**src/sv/led_matrix_bitplane_scanner_core_macros.svh**
```systemverilog
// ----------------------------------------------------------------------------
// LED matrix bit-plane scanner - assertion macros
// Shared property forms; clk and rst_n are taken from the including module.
// ----------------------------------------------------------------------------
`ifndef LED_MATRIX_BITPLANE_SCANNER_CORE_MACROS_SVH
`define LED_MATRIX_BITPLANE_SCANNER_CORE_MACROS_SVH

// same-cycle implication
`define LMBS_ASSERT_IMPLIES(name, ante, cons) \
    name: assert property (@(posedge clk) disable iff (!rst_n) (ante) |-> (cons)) \
        else $error("lmbs: same-cycle check failed");

// next-cycle implication
`define LMBS_ASSERT_NEXT(name, ante, cons) \
    name: assert property (@(posedge clk) disable iff (!rst_n) (ante) |=> (cons)) \
        else $error("lmbs: next-cycle check failed");

`endif

```
**src/sv/lmbs_pkg.sv**
```systemverilog
// ----------------------------------------------------------------------------
// LED matrix bit-plane scanner - package
// Shared constants, register codes and the per-tick control struct.
// ----------------------------------------------------------------------------
package lmbs_pkg;

    localparam int PANEL_WIDTH_DEF  = 32;
    localparam int PANEL_HEIGHT_DEF = 32;
    localparam int COLOR_PLANES_DEF = 8;
    localparam int STORE_DEPTH      = PANEL_WIDTH_DEF * PANEL_HEIGHT_DEF;

    localparam int COLOR_W    = 24;
    localparam int PIX_ADDR_W = 10;
    localparam int WAIT_W     = 10;
    localparam int DWELL_W    = 17;
    localparam int CFG_ADDR_W = 3;
    localparam int CFG_DATA_W = 32;

    localparam logic [WAIT_W-1:0] BASE_WAIT_RESET = 10'd5;

    // register index, taken from paddr word bit
    localparam logic REG_BASE_WAIT = 1'b0;

    // command codes
    localparam logic CMD_WRITE = 1'b0;
    localparam logic CMD_TICK  = 1'b1;

    typedef struct packed {
        logic [3:0] row_address;
        logic [2:0] plane;
        logic       shift;
        logic       latch;
        logic       lit;
        logic       frame_done;
    } tick_ctl_t;

endpackage

```
**src/sv/lmbs_scan.sv**
```systemverilog
// ----------------------------------------------------------------------------
// LED matrix bit-plane scanner - scan sequencer
// Row, plane, column and dwell counters; shift / latch / lit phases.
// ----------------------------------------------------------------------------
`include "led_matrix_bitplane_scanner_core_macros.svh"

module lmbs_scan
    import lmbs_pkg::*;
#(
    parameter int PANEL_WIDTH  = PANEL_WIDTH_DEF,
    parameter int PANEL_HEIGHT = PANEL_HEIGHT_DEF,
    parameter int COLOR_PLANES = COLOR_PLANES_DEF
)
(
    input  logic                                          clk,
    input  logic                                          rst_n,
    input  logic                                          advance,
    input  logic [WAIT_W-1:0]                             base_wait,
    output tick_ctl_t                                     ctl,
    output logic [$clog2(PANEL_WIDTH*PANEL_HEIGHT)-1:0]   up_addr,
    output logic [$clog2(PANEL_WIDTH*PANEL_HEIGHT)-1:0]   lo_addr
);

    localparam int ROW_PAIRS = PANEL_HEIGHT / 2;
    localparam int AW        = $clog2(PANEL_WIDTH * PANEL_HEIGHT);
    localparam int RW        = $clog2(ROW_PAIRS);
    localparam int CW        = $clog2(PANEL_WIDTH);
    localparam int PW        = (COLOR_PLANES > 1) ? $clog2(COLOR_PLANES) : 1;

    typedef enum logic [1:0] {
        PH_SHIFT = 2'd0,
        PH_LATCH = 2'd1,
        PH_LIT   = 2'd2
    } phase_t;

    phase_t               phase_reg;
    phase_t               phase_next;
    logic [RW-1:0]        row_reg;
    logic [RW-1:0]        row_next;
    logic [PW-1:0]        plane_reg;
    logic [PW-1:0]        plane_next;
    logic [CW-1:0]        col_reg;
    logic [CW-1:0]        col_next;
    logic [DWELL_W-1:0]   dwell_reg;
    logic [DWELL_W-1:0]   dwell_next;

    logic [WAIT_W-1:0]    bw;
    logic [DWELL_W-1:0]   wait_len;
    logic [DWELL_W-1:0]   dwell_inc;
    logic [CW:0]          col_inc;
    logic [RW+3:0]        row_ext;
    logic                 last_plane;
    logic                 last_row;

    assign bw         = (base_wait == '0) ? WAIT_W'(1) : base_wait;
    assign row_ext    = (RW + 4)'(row_reg);
    assign last_plane = (plane_reg == PW'(COLOR_PLANES - 1));
    assign last_row   = (row_reg == RW'(ROW_PAIRS - 1));
    assign dwell_inc  = dwell_reg + 1'b1;
    assign col_inc    = (CW + 1)'(col_reg) + 1'b1;

    always_comb
    begin
        ctl             = '0;
        ctl.row_address = row_ext[3:0];
        ctl.plane       = 3'(plane_reg);
        wait_len        = DWELL_W'(bw) << ctl.plane;

        phase_next = phase_reg;
        row_next   = row_reg;
        plane_next = plane_reg;
        col_next   = col_reg;
        dwell_next = dwell_reg;

        case (phase_reg)
            PH_LATCH:
            begin
                ctl.latch  = 1'b1;
                phase_next = PH_LIT;
                dwell_next = '0;
            end
            PH_LIT:
            begin
                ctl.lit    = 1'b1;
                dwell_next = dwell_inc;
                if (dwell_inc >= wait_len)
                begin
                    ctl.frame_done = last_plane && last_row;
                    phase_next     = PH_SHIFT;
                    dwell_next     = '0;
                    if (last_plane)
                    begin
                        plane_next = '0;
                        row_next   = last_row ? '0 : row_reg + 1'b1;
                    end
                    else
                    begin
                        plane_next = plane_reg + 1'b1;
                    end
                end
            end
            default:
            begin
                ctl.shift  = 1'b1;
                phase_next = PH_SHIFT;
                col_next   = col_inc[CW-1:0];
                if (col_inc >= (CW + 1)'(PANEL_WIDTH))
                begin
                    col_next   = '0;
                    phase_next = PH_LATCH;
                end
            end
        endcase
    end

    always_ff @(posedge clk or negedge rst_n)
    begin
        if (!rst_n)
        begin
            phase_reg <= PH_SHIFT;
            row_reg   <= '0;
            plane_reg <= '0;
            col_reg   <= '0;
            dwell_reg <= '0;
        end
        else if (advance)
        begin
            phase_reg <= phase_next;
            row_reg   <= row_next;
            plane_reg <= plane_next;
            col_reg   <= col_next;
            dwell_reg <= dwell_next;
        end
    end

    assign up_addr = AW'(AW'(row_reg) * AW'(PANEL_WIDTH)) + AW'(col_reg);
    assign lo_addr = up_addr + AW'(ROW_PAIRS * PANEL_WIDTH);

    `LMBS_ASSERT_NEXT(a_latch_then_lit, advance && phase_reg == PH_LATCH, phase_reg == PH_LIT)
    `LMBS_ASSERT_IMPLIES(a_line_complete, phase_reg != PH_SHIFT, col_reg == '0)
    `LMBS_ASSERT_IMPLIES(a_plane_range, 1'b1, 32'(plane_reg) < 32'(COLOR_PLANES))

endmodule

```
**config.mk**
```make
export PLATFORM = sky130hd
export DESIGN_NAME = lmbs_scan
export DESIGN_NICKNAME = d
export VERILOG_FILES = /design/src/sv/lmbs_pkg.sv /design/src/sv/lmbs_scan.sv
export VERILOG_INCLUDE_DIRS = /design/src /design/src/sv
export SDC_FILE = /design/constraint.sdc
export NUM_CORES = 1
export LEC_CHECK = 0
export BUFFER_PORTS_ARGS = -buffer_cell sky130_fd_sc_hd__buf_2
export CAP_MARGIN = 20
export CORE_UTILIZATION = 50
export DETAILED_ROUTE_END_ITERATION = 16
export GPL_TIMING_DRIVEN = 1
export PLACE_DENSITY = 0.73
export SYNTH_ARGS = -nofsm -noshare
export SYNTH_HDL_FRONTEND = slang
export SYNTH_SLANG_ARGS = --single-unit
```
**constraint.sdc**
```tcl
create_clock -name clk -period 3.9 [get_ports clk]
set_clock_uncertainty 0.15 [all_clocks]
set_input_delay 0.585 -clock clk [delete_from_list [all_inputs] [get_ports clk]]
set_output_delay 0.585 -clock clk [all_outputs]
set_load 0.02 [all_outputs]
```
==> summary.txt <==
Drt
  – Post-DRT Antenna Nets: 0
  – Post-Route WL: 5480 µm
  – DR vias: 2239
  – First DRT Iteration DRCs: 89
  – DRC viols: 0
  – Drt pass-1 iters: 4
  – DR vias/cell: 5.47
  – DR WL/cell: 13.4 µm

Finish
  – Layout Utilization: 59.9%
  – Final #Nets: 375
  – Area delta synth->final: 13.5%
  – FILL cells: 446
  – Share of layout cells above drive strength 1: 30.1%
  – Antenna diode count: 0
  – Design Area, Final: 3100 µm²
  – Number of flip-flops in the largest register: 17
  – Non-filler cells, final: 409

STA
  – Final Critical Period: 3.77 ns
  – Total Neg Setup Slack: 0 ns
  – Final setup fails: 0
  – Period utilization: 96.6%
  – Fmax achieved: 0.265 GHz
  – Final Max Slew Viols: 0
  – Final Hold Viols: 0
  – Final setup margin: 0.131 ns
  – Fin Hold WS: 0.177 ns
  – Relative slew margins: 54.6%
  – Measured slew at the worst slew-check pin: 0.681 ns

Floorplan
  – Core area: 5170 µm²
  – Io pins: 44
  – Width of the die: 75.9 µm
  – Die area: 5760 µm²
  – Die height: 75.9 µm
  – Num rows: 26
  – Starting density of the core: 52.8%

Place
  – Placed insts: 395
  – Placed cell area: 2900 µm²
  – Post-Place Worst Slack: 0.159 ns
  – Gpl congestion: 0.905
  – PortBufs: 41
  – DPL Wire Length: 4150 µm

Power
  – VDD IR max: 0.368 mV
  – Leakage: 1.56 nW
  – Total power: 0.953 mW
  – Power Density: 307 nW/µm²

Setup path
  – Register-to-register setup slack: 0.41 ns
  – Worst-path fanout max: 8
  – RR Endpoint: dwell_reg[14]$_DFFE_PN0P_
  – Critical path type: register to primary output
  – Worst r2r path cells: 14
  – RR Startpoint: dwell_reg[3]$_DFFE_PN0P_
  – CP Data Arrival Time: 3.03 ns
  – Worst path required time: 3.16 ns
  – Critical Path Sink Type: primary output
  – Critical Path Start: dwell_reg[3]$_DFFE_PN0P_
  – Startpoint class of the critical path: register

Synthesis
  – Count of cell types in the netlist: 56
  – Cell area after synthesis: 2730 µm²
  – Post-synth EDFFs: 0
  – Yosys reg bits: 31
  – Largest family of logic cells by synthesized area: simple AND/OR/NAND/NOR gates
  – Complex-gate fraction of the synthesized area: 17.2%
  – Ys flop type: dfrtp_1
  – Post-Synth Simple-Gate Area: 21.3%
  – Post-Syn Instances: 303
  – Multiplexer area fraction after synthesis: 7.84%
  – Syn nets: 340
  – Post-Synth XOR/XNOR Area: 6.10%
  – Synth async-reset ratio: 100%
  – Avg Cell Area, Syn: 9.01 µm²
  – Register area share after synthesis: 28.4%
  – Post-synthesis adder-cell area fraction: 11.0%
  – YS warnings: 0

Clock network
  – TritonCTS Buffers: 5
  – Root Buffer: clkbuf_8
  – Clock Path Buffers: 2
  – CTS sink cnt: 31
  – H-tree Lvls: 2
  – CTS tree: yes
  – Reg clk slew, reported paths: 0.07 ns
  – Worst-skew pair later-pin latency: 0.29 ns

Global route
  – GR Overflow Total: 0
  – Initial antenna violation count: 0
  – GRT Total Usage: 20.6%
  – Pin count of the biggest net entering global routing: 32
  – Vias in the first global route: 1972
  – First-pass GRT wire length: 8830 µm

Status
  – Outcome: finished clean

Run
  – Max_cap viols: 0

Min path
  – Min-Delay Path Class: input port to asynchronous set/reset pin
[critical path: stages, from the launching register on]
cell	delay, ns
dfrtp_1	0.43
and3_1	0.24
nand3_4	0.16
nor3_4	0.27
and3_2	0.25
xor2_1	0.20
ha_1	0.26
and4_4	0.17
and3_4	0.18
a211oi_4	0.22
o21ai_2	0.09
nand2_1	0.07
nor2_1	0.04
buf_2	0.15
[kinds of logic after synthesis]
| kind of cell | count (synthesis) |
|---|---|
| fa+ha+maj | 24 |
| mux | 19 |
| flops | 31 |
| simple gates | 104 |
| buf+inv | 36 |
| other cells | 2 |
| xor+xnor | 19 |
| compound gates | 68 |
[layout make-up]
| type | count | area (µm²) | area share (%) |
|---|---|---|---|
| clock inverter | 3 | 43.8 | 1.41 |
| timing repair buffer | 54 | 303 | 9.77 |
| multi-input combinational | 236 | 1780 | 57.4 |
| clock buffer | 5 | 68.8 | 2.22 |
| inverter | 10 | 37.5 | 1.21 |
| sequential | 31 | 781 | 25.2 |
| tap | 70 | 87.6 | 2.83 |
[cells in the final DEF, fill, tap and decap left out, types with 3 or more instances in the layout]
cell type and instances:
mux2i_1 9, ha_1 23, a211oi_1 3, clkbuf_8 5, xor2_1 10, buf_4 13
nor4_1 3, xnor2_1 7, mux2_4 3, a22o_1 11, and4_4 3, nand3_1 11
dfrtp_1 27, mux2_2 6, o21ai_0 11, a31oi_1 4, buf_2 41, nor2b_1 7
and2_1 3, dfrtp_2 4, nor3_1 6, inv_1 9, and3_1 5, nor2_1 15
a21oi_1 15, and3_4 3, nand2_1 31, o21ai_2 4, nand4_1 5, o21ai_1 9
[synthesized netlist by cell type, drive strengths merged, types with 5 or more instances]
library cell  number  area, µm²
dfrtp             31        776
nand2             31        116
ha                24        300
o21ai             24        135
buf               21        159
nor2              17       68.8
a21oi             15       75.1
nand3             12       72.6
a22o              11       96.3
inv               10       37.5
mux2              10        124
xor2              10       87.6
and3               9       67.6
mux2i              9       90.1
xnor2              9       78.8
nor3               8       56.3
nor2b              7       43.8
nand4              6       43.8
a211oi             5       55.1
clkbuf             5       18.8
[worst max path at each step]
stage                         to  slack (ns)
after global placement    ctl[0]        0.20
after floorplan           ctl[0]        0.44
after CTS                 ctl[0]        0.04
after detailed placement  ctl[0]        0.16
final                     ctl[0]        0.13
after global routing      ctl[0]       -0.02
[power by group]
group | switching (mW) | internal, mW
Combinational | 0.161 | 0.0901
Clock | 0.130 | 0.190
Sequential | 0.0318 | 0.350
Total | 0.323 | 0.630
[what timing repair did]
action,CTS,global route
setup buffers,2,4
cloned,0,0
gates resized for setup,3,8
setup endpoints to repair,1,1
pin swaps,1,3
hold buffers,0,0
[per-layer routing]
layer  wire [µm]  track usage (%)
met3         202             4.23
met2        2460             32.5
met5           0                0
met1        2730             27.6
met4          83             8.02
(Power assumes the default switching activity.)
